==> src/hw/rtl/swcl_pkg.sv <==
// Shared types, constants and helper functions of the sliding window call limiter.
// Used by swcl_cell, swcl_head and sliding_window_call_limiter; depends on nothing.
`default_nettype none

package swcl_pkg;

    localparam int MAX_RECORDS = 2048;
    localparam int NUM_FUNCS   = 32;
    localparam int CNT_W       = 12;
    localparam int IDX_W       = $clog2(MAX_RECORDS);
    localparam int STORE_W     = $clog2(MAX_RECORDS + 1);
    localparam int CFG_IDX_W   = 8;

    localparam logic [CNT_W-1:0] CNT_MAX = {CNT_W{1'b1}};

    localparam logic [CFG_IDX_W-1:0] REG_ENABLE       = 8'd0;
    localparam logic [CFG_IDX_W-1:0] REG_INFO_MASK    = 8'd1;
    localparam logic [CFG_IDX_W-1:0] REG_LIM_PAIR_NRM = 8'd2;
    localparam logic [CFG_IDX_W-1:0] REG_LIM_PAIR_INF = 8'd3;
    localparam logic [CFG_IDX_W-1:0] REG_LIM_FUNC     = 8'd4;
    localparam logic [CFG_IDX_W-1:0] REG_LIM_CALLER   = 8'd5;
    localparam logic [CFG_IDX_W-1:0] REG_LIM_TOTAL    = 8'd6;
    localparam logic [CFG_IDX_W-1:0] REG_WINDOW       = 8'd7;

    localparam logic        RST_ENABLE       = 1'b1;
    localparam logic [31:0] RST_INFO_MASK    = 32'd147500;
    localparam logic [11:0] RST_LIM_PAIR_NRM = 12'd100;
    localparam logic [11:0] RST_LIM_PAIR_INF = 12'd300;
    localparam logic [11:0] RST_LIM_FUNC     = 12'd800;
    localparam logic [11:0] RST_LIM_CALLER   = 12'd1000;
    localparam logic [11:0] RST_LIM_TOTAL    = 12'd2000;
    localparam logic [15:0] RST_WINDOW       = 16'd60;

    typedef enum logic [2:0] {
        ST_OK       = 3'd0,
        ST_DISABLED = 3'd1,
        ST_INVALID  = 3'd2,
        ST_PAIR     = 3'd3,
        ST_FUNC     = 3'd4,
        ST_CALLER   = 3'd5,
        ST_TOTAL    = 3'd6,
        ST_FULL     = 3'd7
    } status_t;

    typedef enum logic [1:0] {
        S_IDLE,
        S_SCAN,
        S_DONE
    } state_t;

    typedef struct packed {
        logic        valid;
        logic [15:0] caller;
        logic [7:0]  func;
        logic [31:0] stamp;
    } rec_t;

    typedef struct packed {
        logic        start;
        logic        step;
        logic        commit;
        logic [15:0] caller;
        logic [7:0]  func;
        logic [31:0] now;
        logic [31:0] window;
    } scan_ctrl_t;

    typedef struct packed {
        logic [CNT_W-1:0]   pair_cnt;
        logic [CNT_W-1:0]   func_cnt;
        logic [CNT_W-1:0]   caller_cnt;
        logic [STORE_W-1:0] stored;
        logic               pend_valid;
    } scan_stat_t;

    function automatic logic [CNT_W-1:0] sat_inc(input logic [CNT_W-1:0] c);
        return (c == CNT_MAX) ? c : c + CNT_W'(1);
    endfunction

    function automatic logic [CNT_W-1:0] sat_total(input logic [STORE_W-1:0] s);
        logic [31:0] w;
        w = 32'(s);
        return (w > 32'(CNT_MAX)) ? CNT_MAX : w[CNT_W-1:0];
    endfunction

endpackage

`default_nettype wire

==> src/hw/rtl/swcl_cell.sv <==
// One record cell of the rotating record ring.
// Depends on swcl_pkg for the record type.
`default_nettype none

module swcl_cell
    import swcl_pkg::*;
(
    input  wire logic clk,
    input  wire logic rst_n,
    input  wire logic shift,
    input  wire rec_t d,
    output rec_t      q
);

    logic                        valid_reg;
    logic [$bits(rec_t)-2:0]     data_reg;

    always_ff @(posedge clk or negedge rst_n)
    begin
        if (!rst_n)
        begin
            valid_reg <= 1'b0;
        end
        else if (shift)
        begin
            valid_reg <= d.valid;
        end
    end

    always_ff @(posedge clk)
    begin
        if (shift)
        begin
            data_reg <= {d.caller, d.func, d.stamp};
        end
    end

    assign q = {valid_reg, data_reg};

endmodule

`default_nettype wire

==> config.mk <==
export PLATFORM = sky130hd
export DESIGN_NAME = swcl_cell
export DESIGN_NICKNAME = d
export VERILOG_FILES = /design/src/hw/rtl/swcl_pkg.sv /design/src/hw/rtl/swcl_cell.sv
export SDC_FILE = /design/constraint.sdc
export NUM_CORES = 1
export LEC_CHECK = 0
export ABC_CLOCK_PERIOD_IN_PS = 1700
export BUFFER_PORTS_ARGS = -buffer_cell sky130_fd_sc_hd__buf_2
export CAP_MARGIN = 20
export CELL_PAD_IN_SITES_DETAIL_PLACEMENT = 0
export CELL_PAD_IN_SITES_GLOBAL_PLACEMENT = 2
export CORE_ASPECT_RATIO = 1.1
export CORE_MARGIN = 2
export CORE_UTILIZATION = 29
export DETAILED_ROUTE_END_ITERATION = 6
export PLACE_DENSITY_LB_ADDON = 0.08
export SYNTH_ARGS = -nofsm -noshare
export SYNTH_HDL_FRONTEND = slang
export SYNTH_SLANG_ARGS = --single-unit
==> constraint.sdc <==
create_clock -name clk -period 1.7 [get_ports clk]
set_clock_uncertainty 0.1 [all_clocks]
set_input_delay 0.17 -clock clk [delete_from_list [all_inputs] [get_ports clk]]
set_output_delay 0.17 -clock clk [all_outputs]
set_load 0.03 [all_outputs]
==> results.yml <==
final_layout:
  area_delta_synth_final_pct: 82.3
  nFillCells: 477
  antenna_cells: 0
  layout_commonest_cell: "buf_2"
  fin_area_um2: 3150
  nNetsFinal: 306
  fin_util_pct: 54.7
  final_cell_mix: "116 x buf_2, 58 x dlygate4sd3_1, 56 x edfxtp_1"
  largest_register_ffs: 56
  drive_above_1_share_pct: 53.2
synth:
  synth.area.top_cells: "edfxtp_1 97%, dfrtp_1 1.4%, mux2_4 0.87%, buf_4 0.43%"
  synth_top_area_share_pct: 97.3
  syn-num-nets: 119
  synth-seq-cells: 57
  synth_area_leader_cell: "edfxtp_1"
  synth.distinct_cells: 4
  seq_area_frac_synth_pct: 98.7
  netlist_area_um2: 1730
  syn_area_per_cell_um2: 29.3
  yosysWarningCount: 0
  synth_cells: 59
routing:
  first_iter_violations: 32
  firstDrtPassIters: 4
  num_vias: 1272
  wl_um: 3920
  wl_per_cell_um: 12.0
  drc_errors: 0
  ant_nets: 0
  post_drt_via_cell_ratio: 3.89
worst_setup_path:
  arrival_ns: 0.89
  cp-end-kind: "output port"
  worstPathCellList: "buf_2"
  crit_family: "flip-flops"
  worst-path-buf-inv: 1
  cp.required_ns: 1.43
  crit_type: "register to output port"
  critPathLaunchType: "register"
  cpPeakStageDelay_ns: 0.38
  cp_max_fo: 1
  crit_path_top_delay_cell: "edfxtp_1"
global_routing:
  grt.overflow.total: 0
  first_global_vias: 1345
  grt_use_total_pct: 12.6
  grt_pass1_wl_um: 6070
  grt_max_degree: 30
  antenna_found_initial: 0
timing:
  finalMaxSlewViolations: 0
  fmax_mhz: 859
  finalHoldViolCount: 0
  worstMarginPinSlew_ns: 0.352
  fin_hold_ws_ns: 0.0487
  setup_tns_ns: 0
  period_share_pct: 68.5
  layout_min_cycle_time_ns: 1.16
  rsz0062_at_grt: "false"
  max_slew_margin_pct: 76.5
  setup_viol: 0
clocking:
  post_cts_buffers: 0
  cts_buffer_depth: 2
  tritoncts: "yes"
  clk_latency_ns: 0.32
  numCtsBuffers: 9
  h-tree-depth: 3
  cts.sinks: 57
  clk_pin_slew_ns: 0.06
  cts_root_buffer: "clkbuf_8"
die:
  die_x_um: 77.6
  floorplan.initialDensity_pct: 30.0
  rows: 29
  core_um2: 5770
  ios: 117
  dieArea_um2: 6600
  die_h_um: 85.0
placed_design:
  dpl_cell_area_um2: 2420
  portBuffers: 116
  gp_congestion: 0.637
power:
  vdd_drop_max_v: 0.000570
  p_total_mw: 3.21
  p_leak_nw: 1.36
  p_per_area_nw_per_um2: 1020
flow_run:
  cap_violations: 0
run_status:
  status: "completed"
worst_hold_path:
  hp-class: "input pin to async pin"
[per-layer routing]
metal / GRT usage (%) / wire length [um] / vias up
li1: - / - / 612
met5: 0 / 0 / -
met1: 13.3 / 1420 / 592
met3: 5.53 / 324 / 7
met4: 7.79 / 70 / 0
met2: 20.8 / 2110 / 61
[synth_stat cells (all sizes together)]
library cell  count
buf               1
edfxtp           56
mux2              1
dfrtp             1
[logic make-up (layout without fill, tap and decap cells)]
group	count (synthesis)	in the layout	synth area share [%]
buffers and inverters	1	192	0.434
DFF	57	57	98.7
muxes	1	1	0.868
[power by group]
group	total (mW)	leakage [nW]	internal (mW)	switching, mW
logic	0.533	0.721	0.212	0.321
registers	1.69	0.560	1.67	0.0249
clock network	0.986	0.0831	0.504	0.482
[final timing paths]
path / cells past startpoint / to / slack [ns] / startpoint
max: 1 / q[43] / 0.54 / data_reg[43]$_DFFE_PP_
min reg2reg: 1 / valid_reg$_DFFE_PN0P_ / 0.42 / valid_reg$_DFFE_PN0P_
max in group asynchronous: 2 / valid_reg$_DFFE_PN0P_ / 1.37 / rst_n
max reg2reg: 1 / valid_reg$_DFFE_PN0P_ / 0.85 / valid_reg$_DFFE_PN0P_
min in group clk: 1 / data_reg[33]$_DFFE_PP_ / 0.08 / shift
min: 2 / valid_reg$_DFFE_PN0P_ / 0.05 / rst_n
[area by class of cell]
| cell class | count | area [um2] | share of cell area (%) |
|---|---|---|---|
| tap | 77 | 96.3 | 3.06 |
| sequential | 57 | 1710 | 54.1 |
| multi-input combinational | 1 | 15.0 | 0.476 |
| clock inverter | 5 | 23.8 | 0.754 |
| timing repair buffer | 177 | 1180 | 37.5 |
| clock buffer | 10 | 128 | 4.05 |
[metrics by stage]
step | instances | setup WS (ns)
CTS | 327 | 0.522
detailed placement | 254 | 0.517
global placement | 254 | 0.542
global route | 327 | 0.490
finish | 327 | 0.536
floorplan | 59 | 0.871
[repair_timing]
action | CTS | global route
hold buffers | 58 | 0
endpoints found under the hold margin | 58 | 0
resized for setup | 0 | 0
(Power assumes the default switching activity.)
