$ cat src/hw/rtl/swcl_pkg.sv
// Shared types, constants and helper functions of the sliding window call limiter.
// Used by swcl_cell, swcl_head and sliding_window_call_limiter; depends on nothing.
`default_nettype none

package swcl_pkg;

    localparam int MAX_RECORDS = 2048;
    localparam int NUM_FUNCS   = 32;
    localparam int CNT_W       = 12;
    localparam int IDX_W       = $clog2(MAX_RECORDS);
    localparam int STORE_W     = $clog2(MAX_RECORDS + 1);
    localparam int CFG_IDX_W   = 8;

    localparam logic [CNT_W-1:0] CNT_MAX = {CNT_W{1'b1}};

    localparam logic [CFG_IDX_W-1:0] REG_ENABLE       = 8'd0;
    localparam logic [CFG_IDX_W-1:0] REG_INFO_MASK    = 8'd1;
    localparam logic [CFG_IDX_W-1:0] REG_LIM_PAIR_NRM = 8'd2;
    localparam logic [CFG_IDX_W-1:0] REG_LIM_PAIR_INF = 8'd3;
    localparam logic [CFG_IDX_W-1:0] REG_LIM_FUNC     = 8'd4;
    localparam logic [CFG_IDX_W-1:0] REG_LIM_CALLER   = 8'd5;
    localparam logic [CFG_IDX_W-1:0] REG_LIM_TOTAL    = 8'd6;
    localparam logic [CFG_IDX_W-1:0] REG_WINDOW       = 8'd7;

    localparam logic        RST_ENABLE       = 1'b1;
    localparam logic [31:0] RST_INFO_MASK    = 32'd147500;
    localparam logic [11:0] RST_LIM_PAIR_NRM = 12'd100;
    localparam logic [11:0] RST_LIM_PAIR_INF = 12'd300;
    localparam logic [11:0] RST_LIM_FUNC     = 12'd800;
    localparam logic [11:0] RST_LIM_CALLER   = 12'd1000;
    localparam logic [11:0] RST_LIM_TOTAL    = 12'd2000;
    localparam logic [15:0] RST_WINDOW       = 16'd60;

    typedef enum logic [2:0] {
        ST_OK       = 3'd0,
        ST_DISABLED = 3'd1,
        ST_INVALID  = 3'd2,
        ST_PAIR     = 3'd3,
        ST_FUNC     = 3'd4,
        ST_CALLER   = 3'd5,
        ST_TOTAL    = 3'd6,
        ST_FULL     = 3'd7
    } status_t;

    typedef enum logic [1:0] {
        S_IDLE,
        S_SCAN,
        S_DONE
    } state_t;

    typedef struct packed {
        logic        valid;
        logic [15:0] caller;
        logic [7:0]  func;
        logic [31:0] stamp;
    } rec_t;

    typedef struct packed {
        logic        start;
        logic        step;
        logic        commit;
        logic [15:0] caller;
        logic [7:0]  func;
        logic [31:0] now;
        logic [31:0] window;
    } scan_ctrl_t;

    typedef struct packed {
        logic [CNT_W-1:0]   pair_cnt;
        logic [CNT_W-1:0]   func_cnt;
        logic [CNT_W-1:0]   caller_cnt;
        logic [STORE_W-1:0] stored;
        logic               pend_valid;
    } scan_stat_t;

    function automatic logic [CNT_W-1:0] sat_inc(input logic [CNT_W-1:0] c);
        return (c == CNT_MAX) ? c : c + CNT_W'(1);
    endfunction

    function automatic logic [CNT_W-1:0] sat_total(input logic [STORE_W-1:0] s);
        logic [31:0] w;
        w = 32'(s);
        return (w > 32'(CNT_MAX)) ? CNT_MAX : w[CNT_W-1:0];
    endfunction

endpackage

`default_nettype wire

$ cat src/hw/rtl/swcl_head.sv
// Head cell of the record ring: expiry, insertion of a pending record and match counting.
// Depends on swcl_pkg for the record, control and status types.
`default_nettype none

module swcl_head
    import swcl_pkg::*;
(
    input  wire logic       clk,
    input  wire logic       rst_n,
    input  wire scan_ctrl_t ctrl,
    input  wire rec_t       ring_in,
    output rec_t            ring_out,
    output scan_stat_t      stat
);

    logic [CNT_W-1:0]   pair_reg, pair_next;
    logic [CNT_W-1:0]   func_reg, func_next;
    logic [CNT_W-1:0]   caller_reg, caller_next;
    logic [STORE_W-1:0] stored_reg, stored_next;
    logic               pend_valid_reg, pend_valid_next;
    rec_t               pend_reg;

    logic [31:0] age_r;
    logic [31:0] age_p;
    logic        exp_r;
    logic        exp_p;
    logic        ins;
    logic [1:0]  dec;
    logic        match_c;
    logic        match_f;

    always_comb
    begin
        age_r = ctrl.now - ring_in.stamp;
        age_p = ctrl.now - pend_reg.stamp;
        exp_r = ring_in.valid && (age_r > ctrl.window);
        exp_p = age_p > ctrl.window;
        ins   = 1'b0;
        ring_out = ring_in;
        if (ring_in.valid && !exp_r)
        begin
            ring_out = ring_in;
        end
        else if (pend_valid_reg)
        begin
            ins            = 1'b1;
            ring_out       = pend_reg;
            ring_out.valid = !exp_p;
        end
        else
        begin
            ring_out.valid = 1'b0;
        end
        dec     = 2'(exp_r) + 2'(ins && exp_p);
        match_c = ring_out.valid && (ring_out.caller == ctrl.caller);
        match_f = ring_out.valid && (ring_out.func == ctrl.func);
    end

    always_comb
    begin
        pair_next       = pair_reg;
        func_next       = func_reg;
        caller_next     = caller_reg;
        stored_next     = stored_reg;
        pend_valid_next = pend_valid_reg;
        if (ctrl.start)
        begin
            pair_next   = CNT_W'(1);
            func_next   = CNT_W'(1);
            caller_next = CNT_W'(1);
        end
        else if (ctrl.step)
        begin
            if (match_c)
            begin
                caller_next = sat_inc(caller_reg);
            end
            if (match_f)
            begin
                func_next = sat_inc(func_reg);
            end
            if (match_f && match_c)
            begin
                pair_next = sat_inc(pair_reg);
            end
            stored_next = stored_reg - STORE_W'(dec);
            if (ins)
            begin
                pend_valid_next = 1'b0;
            end
        end
        else if (ctrl.commit)
        begin
            stored_next     = stored_reg + STORE_W'(1);
            pend_valid_next = 1'b1;
        end
    end

    always_ff @(posedge clk or negedge rst_n)
    begin
        if (!rst_n)
        begin
            pair_reg       <= '0;
            func_reg       <= '0;
            caller_reg     <= '0;
            stored_reg     <= '0;
            pend_valid_reg <= 1'b0;
        end
        else
        begin
            pair_reg       <= pair_next;
            func_reg       <= func_next;
            caller_reg     <= caller_next;
            stored_reg     <= stored_next;
            pend_valid_reg <= pend_valid_next;
        end
    end

    always_ff @(posedge clk)
    begin
        if (ctrl.commit)
        begin
            pend_reg <= '{valid: 1'b1, caller: ctrl.caller, func: ctrl.func, stamp: ctrl.now};
        end
    end

    assign stat = '{pair_cnt: pair_reg, func_cnt: func_reg, caller_cnt: caller_reg,
                    stored: stored_reg, pend_valid: pend_valid_reg};

endmodule

`default_nettype wire

$ cat config.mk
export PLATFORM = sky130hd
export DESIGN_NAME = swcl_head
export DESIGN_NICKNAME = d
export VERILOG_FILES = /design/src/hw/rtl/swcl_pkg.sv /design/src/hw/rtl/swcl_head.sv
export SDC_FILE = /design/constraint.sdc
export NUM_CORES = 1
export LEC_CHECK = 0
export BUFFER_PORTS_ARGS = -buffer_cell sky130_fd_sc_hd__buf_2
export CAP_MARGIN = 0
export CORE_ASPECT_RATIO = 0.6
export CORE_MARGIN = 4
export CORE_UTILIZATION = 45
export CTS_CLUSTER_DIAMETER = 80
export DETAILED_ROUTE_END_ITERATION = 10
export PLACE_DENSITY = 0.78
export RECOVER_POWER = 50
export SYNTH_ARGS = -nofsm -noshare
export SYNTH_HDL_FRONTEND = slang
export SYNTH_SLANG_ARGS = --single-unit
$ cat constraint.sdc
create_clock -name clk -period 9.81 [get_ports clk]
set_input_delay 1.4715 -clock clk [delete_from_list [all_inputs] [get_ports clk]]
set_output_delay 1.4715 -clock clk [all_outputs]
set_load 0.02 [all_outputs]
==> out/metrics.csv, run 1 <==
stage;metric;value;unit
min_path;hp-class;flop to flop;
timing;post-route-period-util;0.923;
logic_synthesis;synth-edff-count;56;
logic_synthesis;postSynthCellCount;1281;
logic_synthesis;seq_area_frac_synth;0.276;
timing;rsz0062_at_grt;no;
logic_synthesis;synth_top_area_cell;edfxtp_1;
layout;final_layout_size_suffix_gt1_frac;0.157;
critical_path;cp_slowest_cell;a211o_1;
logic_synthesis;synthXorXnorAreaFrac;0.0882;
logic_synthesis;yosysMostFrequentCell;nand2_1;
grt;grt_pass1_wl;51.1;mm
logic_synthesis;async_flop_share;0.467;
layout;syn2layout_area_growth;17.0;%
timing;hold_viol;0;
cts;clkLatencyLatePin;0.37;ns
cts;tritoncts;done;
grt;gr-total-overflow;0;
logic_synthesis;synth_top_family_by_area;simple AND/OR/NAND/NOR gates;
timing;finalSetupTns;0;ns
routing;drt_iter0_markers;812;
grt;antenna_found_initial;2;
status;violations;max-capacitance violations, max-slew violations;
logic_synthesis;avgSynthCellArea;8.22;um2
critical_path;reg2reg_from;pend_reg[7]$_DFFE_PP_;
routing;drcViolationCount;0;
floorplanning;die_x;205;um
layout;largest_register_ffs;56;
cts;cts_buffer_depth;2;
power_and_ir_drop;peakVddDrop;0.108;mV
critical_path;slowest_delay;0.51;ns
critical_path;required;8.34;ns
logic_synthesis;synth_compound_area_frac;0.193;
routing;routedWlPerCell;17.6;um
routing;ant_nets;0;
logic_synthesis;synth_top_area_share;0.160;
cts;cts.sinks;105;
critical_path;endpoint_kind;output port;
critical_path;critical_path_buf_inv_count;5;
grt;grt_max_degree;60;
timing;worst_clock_skew;0.0105;ns
logic_synthesis;synth-seq-cells;105;
floorplanning;num_io_pins;256;
logic_synthesis;synth.area.mux_share;0.0141;
floorplanning;start_util;0.457;
critical_path;critPathArrivalTime;7.59;ns
floorplanning;rows;43;
routing;wl;32.5;mm
timing;slew_viol_final;110;
logic_synthesis;ys_top_cells_by_count;nand2_1 (147), inv_1 (138), ha_1 (133);
grt;grt_usage;0.242;
critical_path;critical_path.most_common_cell;o21ai_0;
logic_synthesis;synth_simple_gate_area_share;0.203;
logic_synthesis;synthFlopType;edfxtp_1;
layout;fin_util;0.535;
routing;drtPass1Iterations;5;
cts;clk_pin_slew;0.07;ns
routing;drt-vias-per-instance;5.63;
layout;fin_cells;1846;
timing;worst_slew_pin_slew;3.61;ns
logic_synthesis;ys_types;78;
timing;slew_headroom;-1.41;
logic_synthesis;synthTopCellsByArea;edfxtp_1 (16%), ha_1 (16%), dfrtp_1 (12%);
cts;post_cts_resized;0;
place;dp_hpwl;26.4;mm
place;placedCellCount;1828;
critical_path;path_delay_family;compound AO/OA/AOI/OAI gates;
critical_path;crit_type;input port to output port;
floorplanning;die_area;0.0260;mm2
place;port_buffers;255;
critical_path;critPathLaunchType;input port;
critical_path;cp_max_fo;43;
routing;vias;10400;
logic_synthesis;synthAdderAreaFrac;0.164;
timing;setup_viol;0;
logic_synthesis;syn_area;0.0105;mm2
min_path;min_from;stored_reg[11]$_DFFE_PN0P_;
status;status;complete, but fails checks;
floorplanning;die_h;126;um
power_and_ir_drop;power.density;150;mW/mm2
cts;cts_buffers;9;
logic_synthesis;synth_nets;1567;
run;cap_violations;2;
timing;fin_crit;9.06;ns
layout;final_net_count;1810;
grt;grt_pass1_vias;9800;
layout;fillers;2205;
place;gp_congestion;0.978;
logic_synthesis;ys.warnings.count;0;
cts;cts_setup_buffers;0;
cts;h-tree-depth;3;
floorplanning;core;0.0230;mm2
cts;holdBufCountCts;0;
critical_path;startpoint;ctrl[32];
cts;clockRootBuffer;clkbuf_16;
timing;fmax;110;MHz
power_and_ir_drop;p_leak;5.91;nW
==> stage by stage <==
step           power, W  cell area, um2  setup WS [ns]  hold WS (ns)
6_report        0.00185           12300          0.752         0.487
5_1_grt         0.00198           12300          0.270         0.487
2_1_floorplan   0.00119           10500           1.75         0.578
3_5_place_dp    0.00149           12100          0.824         0.476
4_1_cts         0.00186           12400          0.786         0.486
3_3_place_gp    0.00147           12100           1.03         0.482
==> cell families after synthesis <==
kind of cell             count (synthesis)
AO/OA/AOI/OAI                          323
flip-flops                             105
multiplexers                            14
XOR/XNOR                               106
AND/OR/NAND/NOR                        428
buffers and inverters                  169
adder cells (fa/ha/maj)                136
==> cell usage in the layout (no fill, tap or decap), types with 6 or more instances in the layout <==
cell and instances:
and3_1 14, xor2_1 38, inv_1 138, buf_2 200
xnor2_1 68, or4_1 6, o211ai_1 9, o21ai_0 94
o21a_1 13, nand2_1 146, nor3_1 24, o31ai_1 6
a31oi_1 7, nand3_1 41, mux2i_1 7, a21oi_1 90
nor2b_1 18, clkbuf_1 59, or3_1 15, edfxtp_1 56
nand4_1 25, dfrtp_1 49, o31a_1 6, nand2b_1 17
nor4_1 20, a21o_1 32, ha_1 133, nor2_1 69
a211oi_1 12, clkbuf_16 9
==> per-layer routing <==
metal	track usage	up-vias	share of wire
li1	-	5077	-
met1	0.379	4831	0.50
met2	0.340	449	0.40
met3	0.0493	42	0.082
met4	0.0539	0	0.016
met5	0	-	0
==> final timing paths <==
path,cells past startpoint,endpoint,slack [ns]
worst max-delay path,25,ring_out[18],0.75
worst min-delay path,1,stored_reg[11]$_DFFE_PN0P_,0.49
worst max register to register,26,pair_reg[10]$_DFFE_PN0P_,2.51
worst min register to register,1,stored_reg[11]$_DFFE_PN0P_,0.49
max in group asynchronous,2,stored_reg[8]$_DFFE_PN0P_,6.17
min in group asynchronous,2,caller_reg[6]$_DFFE_PN0P_,2.07
==> where the power goes <==
group | internal [W] | total, W | switching (W) | leakage (nW)
clock network | 0.000173 | 0.000355 | 0.000182 | 0.131
logic | 0.000351 | 0.000928 | 0.000577 | 4.58
registers | 0.000509 | 0.000565 | 0.0000559 | 1.20
==> area by class of cell <==
| cell class | count | area, um2 | area share |
|---|---|---|---|
| Clock buffer | 11 | 233 | 0.0189 |
| Sequential cell | 105 | 2910 | 0.236 |
| Tap cell | 315 | 394 | 0.0320 |
| Timing Repair Buffer | 262 | 1250 | 0.102 |
| Clock inverter | 5 | 31.3 | 0.00254 |
| Multi-Input combinational cell | 1007 | 6970 | 0.566 |
| Inverter | 139 | 522 | 0.0424 |
| Antenna cell | 2 | 5.00 | 0.000406 |
Power figures use the tool's default switching activity.
==> run 2, diff against run 1 <==
--- a/config.mk
+++ b/config.mk
@@ -10,9 +10,10 @@
 export CORE_ASPECT_RATIO = 0.6
 export CORE_MARGIN = 4
 export CORE_UTILIZATION = 45
-export CTS_CLUSTER_DIAMETER = 80
+export CTS_CLUSTER_DIAMETER = 200
 export DETAILED_ROUTE_END_ITERATION = 10
-export PLACE_DENSITY = 0.78
+export HOLD_SLACK_MARGIN = 0.06
+export PLACE_DENSITY = 0.7
 export RECOVER_POWER = 50
 export SYNTH_ARGS = -nofsm -noshare
 export SYNTH_HDL_FRONTEND = slang
==> out/metrics.csv, run 2 (same netlist as run 1, synthesis figures left out) <==
stage;metric;value;unit;change
timing;slew_viol_final;110;;unchanged
floorplanning;core;0.0230;mm2;unchanged
timing;setup_ws;0.884;ns;+0.132 ns
routing;wl_met1;16.1;mm;-0.93%
timing;post-route-period-util;0.910;;-0.0135
timing;fmax;112;MHz;+1.5%
grt;antenna_found_initial;3;;+1
timing;worst_slew_pin_slew;3.73;ns;+0.120 ns
run;cap_violations;2;;unchanged
timing;fin_crit;8.93;ns;-0.132 ns
critical_path;crit_type;input port to output port;;
cts;clk_pin_slew;0.07;ns;about the same
layout;final_common_cell;buf_2;;
grt;grt_pass1_vias;9660;;-1.4%
place;port_buffers;255;;unchanged
floorplanning;start_util;0.457;;unchanged
routing;routedWlPerCell;17.5;um;-0.62%
routing;top_layer;met4;;
place;gp_congestion;0.955;;-2.4%
power_and_ir_drop;peakVddDrop;0.0882;mV;-18%
layout;final_layout_size_suffix_gt1_frac;0.158;;+0.000654
routing;wl_met3;2.83;mm;+6.6%
routing;ant_nets;0;;unchanged
cts;clkLatencyLatePin;0.36;ns;about the same
routing;drtPass1Iterations;6;;+1
timing;hold-worst-slack;0.494;ns;+0.00757 ns
cts;holdBufCountCts;0;;unchanged
cts;tritoncts;done;;
timing;finalSetupTns;0;ns;unchanged
grt;grt_max_degree;60;;unchanged
place;placedCellCount;1828;;unchanged
layout;largest_register_ffs;56;;unchanged
routing;drt-vias-per-instance;5.59;;-0.73%
cts;cts_buffer_depth;2;;unchanged
status;violations;max-capacitance violations, max-slew violations;;
cts;clockRootBuffer;clkbuf_16;;
cts;cts.sinks;105;;unchanged
layout;fin_cells;1847;;+0.054%
layout;fillers;2268;;+2.9%
power_and_ir_drop;p_leak;5.93;nW;+0.26%
grt;grt_usage;0.243;;+0.00134
min_path;hp-class;flop to flop;;
status;status;complete, but fails checks;;
timing;hold_viol;0;;unchanged
layout;layout_common_cells;buf_2 (199), nand2_1 (146), inv_1 (138);;
timing;worst_clock_skew;0.0103;ns;-0.000225 ns
grt;gr-total-overflow;0;;unchanged
grt;grt_pass1_wl;51.0;mm;-0.22%
timing;rsz0062_at_grt;no;;
routing;drcViolationCount;0;;unchanged
critical_path;cp_max_fo;44;;+2.3%
cts;cts_setup_buffers;0;;unchanged
place;dp_slack;0.849;ns;+0.0254 ns
critical_path;required;8.34;ns;about the same
floorplanning;die_x;205;um;unchanged
routing;wl_met2;12.8;mm;-2.1%
floorplanning;num_io_pins;256;;unchanged
routing;drt_iter0_markers;962;;+18%
layout;syn2layout_area_growth;17.3;%;
critical_path;endpoint_kind;output port;;
layout;final_net_count;1810;;unchanged
critical_path;critPathLaunchType;input port;;
critical_path;ff2ff_setup_slack;2.26;ns;-0.25 ns
cts;cts_buffers;9;;unchanged
power_and_ir_drop;power.density;151;mW/mm2;+0.77%
critical_path;critPathArrivalTime;7.45;ns;-0.14 ns
floorplanning;rows;43;;unchanged
timing;setup_viol;0;;unchanged
routing;wl;32.3;mm;-0.57%
place;dp_hpwl;26.2;mm;-0.63%
cts;post_cts_resized;0;;unchanged
routing;vias;10300;;-0.67%
timing;slew_headroom;-1.49;;-0.0800
floorplanning;die_h;126;um;unchanged
floorplanning;die_area;0.0260;mm2;unchanged
cts;h-tree-depth;3;;unchanged
run 2: cell types whose count changed in the layout (fill, tap and decap cells not counted), sizes merged:
cell / delta
clkinv: -3
clkbuf: +2
inv: +2
buf: -1
diode: +1
run 2: final cells by class:
| cell class | count | area [um2] | area share |
|---|---|---|---|
| Sequential cell | 105 | 2910 | 0.235 |
| Tap cell | 315 | 394 | 0.0319 |
| Clock inverter | 4 | 28.8 | 0.00233 |
| Multi-Input combinational cell | 1007 | 6970 | 0.565 |
| Clock buffer | 12 | 268 | 0.0217 |
| Timing Repair Buffer | 262 | 1250 | 0.101 |
| Antenna cell | 3 | 7.51 | 0.000608 |
| Inverter | 139 | 522 | 0.0422 |
run 2: worst max-delay path, cell delays in order:
cell	delay, ns
clkbuf_1	0.09
inv_1	0.09
ha_1	0.17
inv_1	0.05
fa_1	0.40
a21o_1	0.17
a21oi_1	0.25
o21a_1	0.17
o21ai_0	0.11
a31oi_1	0.44
o21a_1	0.21
o21ai_0	0.28
a21oi_1	0.34
o31ai_1	0.14
a41o_1	0.27
xnor2_1	0.13
ha_1	0.29
nand4_1	0.14
nor4_1	0.46
nor2b_1	0.38
a211o_1	0.54
nand2_2	0.10
buf_4	0.29
a21boi_0	0.24
inv_1	0.06
buf_2	0.15
run 2: path summary, 6_finish.rpt:
kind                                             from                          to  cells after the start
setup / recovery                             ctrl[32]                ring_out[47]                     26
hold / removal             stored_reg[11]$_DFFE_PN0P_  stored_reg[11]$_DFFE_PN0P_                      1
setup reg to reg                pend_reg[7]$_DFFE_PP_     pair_reg[8]$_DFFE_PN0P_                     26
hold reg to reg            stored_reg[11]$_DFFE_PN0P_  stored_reg[11]$_DFFE_PN0P_                      1
max in group asynchronous                       rst_n     func_reg[7]$_DFFE_PN0P_                      2
min in group asynchronous                       rst_n   caller_reg[6]$_DFFE_PN0P_                      2
run 2: metrics by stage:
step / utilization / instance area [um2] / total power (W)
final: 0.536 / 12400 / 0.00187
after detailed placement: 0.527 / 12100 / 0.00148
after global placement: 0.527 / 12100 / 0.00147
after floorplan: - / 10500 / 0.00119
after CTS: 0.539 / 12400 / 0.00188
after global routing: 0.536 / 12400 / 0.00200
run 2: routing by layer:
metal  global-route usage  vias up
li1                     -     5077
met4               0.0551        0
met5                    0        -
met3               0.0455       34
met1                0.386     4752
met2                0.339      466
run 2: power breakdown:
part | internal, W | leakage [nW] | switching, W
Sequential | 0.000509 | 1.20 | 0.0000540
Clock | 0.000197 | 0.149 | 0.000185
Combinational | 0.000351 | 4.58 | 0.000571
Total | 0.00106 | 5.93 | 0.000810
==> run 3, diff against run 2 <==
--- a/config.mk
+++ b/config.mk
@@ -9,11 +9,11 @@
 export CAP_MARGIN = 0
 export CORE_ASPECT_RATIO = 0.6
 export CORE_MARGIN = 4
-export CORE_UTILIZATION = 45
+export CORE_UTILIZATION = 40
 export CTS_CLUSTER_DIAMETER = 200
 export DETAILED_ROUTE_END_ITERATION = 10
 export HOLD_SLACK_MARGIN = 0.06
-export PLACE_DENSITY = 0.7
+export PLACE_DENSITY = 0.64
 export RECOVER_POWER = 50
 export SYNTH_ARGS = -nofsm -noshare
 export SYNTH_HDL_FRONTEND = slang
==> out/metrics.csv, run 3 (same netlist as run 1, synthesis figures left out) <==
stage;metric;value;unit;change
status;status;complete, but fails checks;;
status;violations;max-capacitance violations, max-slew violations;;
place;port_buffers;255;;unchanged
timing;fmax;111;MHz;-0.52%
cts;holdBufCountCts;0;;unchanged
critical_path;endpoint_kind;output port;;
timing;fin_crit;8.97;ns;+0.0468 ns
layout;layout_common_cells;buf_2 (200), nand2_1 (146), inv_1 (138);;
grt;gr-total-overflow;0;;unchanged
cts;clkLatencyLatePin;0.37;ns;about the same
grt;antenna_found_initial;1;;-2
layout;syn2layout_area_growth;17.9;%;
place;dp_hpwl;27.2;mm;+3.6%
floorplanning;num_io_pins;256;;unchanged
timing;rsz0062_at_grt;no;;
floorplanning;die_area;0.0291;mm2;+12%
cts;cts_setup_buffers;0;;unchanged
critical_path;critPathLaunchType;input port;;
cts;clk_pin_slew;0.07;ns;about the same
timing;worst_clock_skew;0.0130;ns;+0.00273 ns
cts;tritoncts;done;;
cts;cts.sinks;105;;unchanged
timing;finalSetupTns;0;ns;unchanged
cts;post_cts_resized;0;;unchanged
grt;grt_max_degree;60;;unchanged
routing;drcViolationCount;0;;unchanged
cts;cts_buffer_depth;2;;unchanged
layout;final_net_count;1810;;unchanged
cts;cts_buffers;9;;unchanged
layout;fin_util;0.485;;-0.0518
floorplanning;start_util;0.411;;-0.0462
critical_path;crit_type;input port to output port;;
timing;setup_viol;0;;unchanged
cts;h-tree-depth;3;;unchanged
timing;post-route-period-util;0.915;;+0.00477
timing;worst_slew_pin_slew;3.73;ns;+0.00224 ns
power_and_ir_drop;peakVddDrop;0.100;mV;+14%
grt;grt_pass1_vias;9533;;-1.3%
critical_path;critPathArrivalTime;7.50;ns;+0.05 ns
routing;drt-vias-per-instance;5.46;;-2.4%
power_and_ir_drop;p_leak;5.94;nW;+0.20%
routing;ant_nets;0;;unchanged
grt;grt_usage;0.223;;-0.0202
floorplanning;die_x;217;um;+5.8%
routing;drt_iter0_markers;778;;-19%
layout;largest_register_ffs;56;;unchanged
place;gp_congestion;0.932;;-2.3%
layout;final_common_cell;buf_2;;
cts;clockRootBuffer;clkbuf_16;;
place;placedCellCount;1865;;+2.0%
critical_path;cp_max_fo;45;;+2.3%
min_path;hp-class;flop to flop;;
routing;wl;33.5;mm;+3.6%
floorplanning;core;0.0256;mm2;+11%
floorplanning;die_h;134;um;+5.7%
power_and_ir_drop;power.density;152;mW/mm2;+0.68%
run;cap_violations;2;;unchanged
timing;slew_viol_final;110;;unchanged
grt;grt_pass1_wl;52.0;mm;+1.8%
routing;routedWlPerCell;17.8;um;+1.7%
critical_path;required;8.34;ns;about the same
floorplanning;rows;45;;+4.7%
layout;fin_cells;1882;;+1.9%
layout;final_layout_size_suffix_gt1_frac;0.158;;+0.000654
timing;hold_viol;0;;unchanged
timing;slew_headroom;-1.49;;-0.00149
routing;vias;10300;;-0.53%
routing;drtPass1Iterations;5;;-1
[run 3: cell count changes in the layout (fill, tap and decap cells not counted)]
cell	before	now
clkbuf_16	10	11
inv_8	0	1
inv_6	2	1
buf_2	199	200
inv_4	1	0
diode_2	3	1
clkbuf_1	59	58
[run 3: stage by stage]
stage | power (W) | hold slack [ns] | worst slack (ns) | cell area, um2
floorplan | 0.00119 | 0.578 | 1.75 | 10500
global placement | 0.00148 | 0.488 | 1.07 | 12200
detailed placement | 0.00149 | 0.489 | 0.831 | 12200
CTS | 0.00190 | 0.499 | 0.888 | 12500
global route | 0.00203 | 0.516 | 0.374 | 12400
finish | 0.00189 | 0.487 | 0.837 | 12400
[run 3: final timing paths]
kind,startpoint,end,slack (ns),depth (start not counted)
min in group asynchronous,rst_n,caller_reg[6]$_DFFE_PN0P_,2.10,2
max in group asynchronous,rst_n,stored_reg[4]$_DFFE_PN0P_,6.10,2
max,ctrl[32],ring_out[30],0.84,25
max reg2reg,pend_reg[7]$_DFFE_PP_,pair_reg[8]$_DFFE_PN0P_,2.37,26
min,stored_reg[11]$_DFFE_PN0P_,stored_reg[11]$_DFFE_PN0P_,0.49,1
min reg2reg,stored_reg[11]$_DFFE_PN0P_,stored_reg[11]$_DFFE_PN0P_,0.49,1
[run 3: area by class of cell]
type / instances / area [um2]
clock inverters: 3 / 25.0
clock buffers: 13 / 293
repair buffers: 262 / 1250
inverters: 139 / 522
fillers: 2546 / 13200
well taps: 352 / 440
flip-flops and latches: 105 / 2910
diodes: 1 / 2.50
multi-input cells: 1007 / 6970
[run 3: layer usage]
metal  wire length, um  GRT usage  vias up
met5                 0          0        -
met4               503     0.0477        0
met3              2080     0.0356       37
met2             13300      0.308      381
met1             17500      0.359     4782
li1                  -          -     5074
[run 3: worst max-delay path, stage by stage]
cell and delay (ns):
buf_2 0.10, inv_1 0.07, ha_1 0.19, inv_1 0.07, fa_1 0.41, a21o_1 0.17, a21oi_1 0.25, o21a_1 0.16
o21ai_0 0.09, a31oi_1 0.42, o21a_1 0.22, o21ai_0 0.29, a21oi_1 0.35, o31ai_1 0.14, a41o_1 0.27, xnor2_1 0.13
ha_1 0.29, nand4_1 0.14, nor4_1 0.49, nor2b_1 0.36, a211o_1 0.52, nand2_2 0.10, buf_4 0.28, o21ai_0 0.28
buf_2 0.22
[run 3: power by group]
group	switching (W)	internal (W)
sequential	0.0000538	0.000509
clock	0.000188	0.000213
combinational	0.000575	0.000351
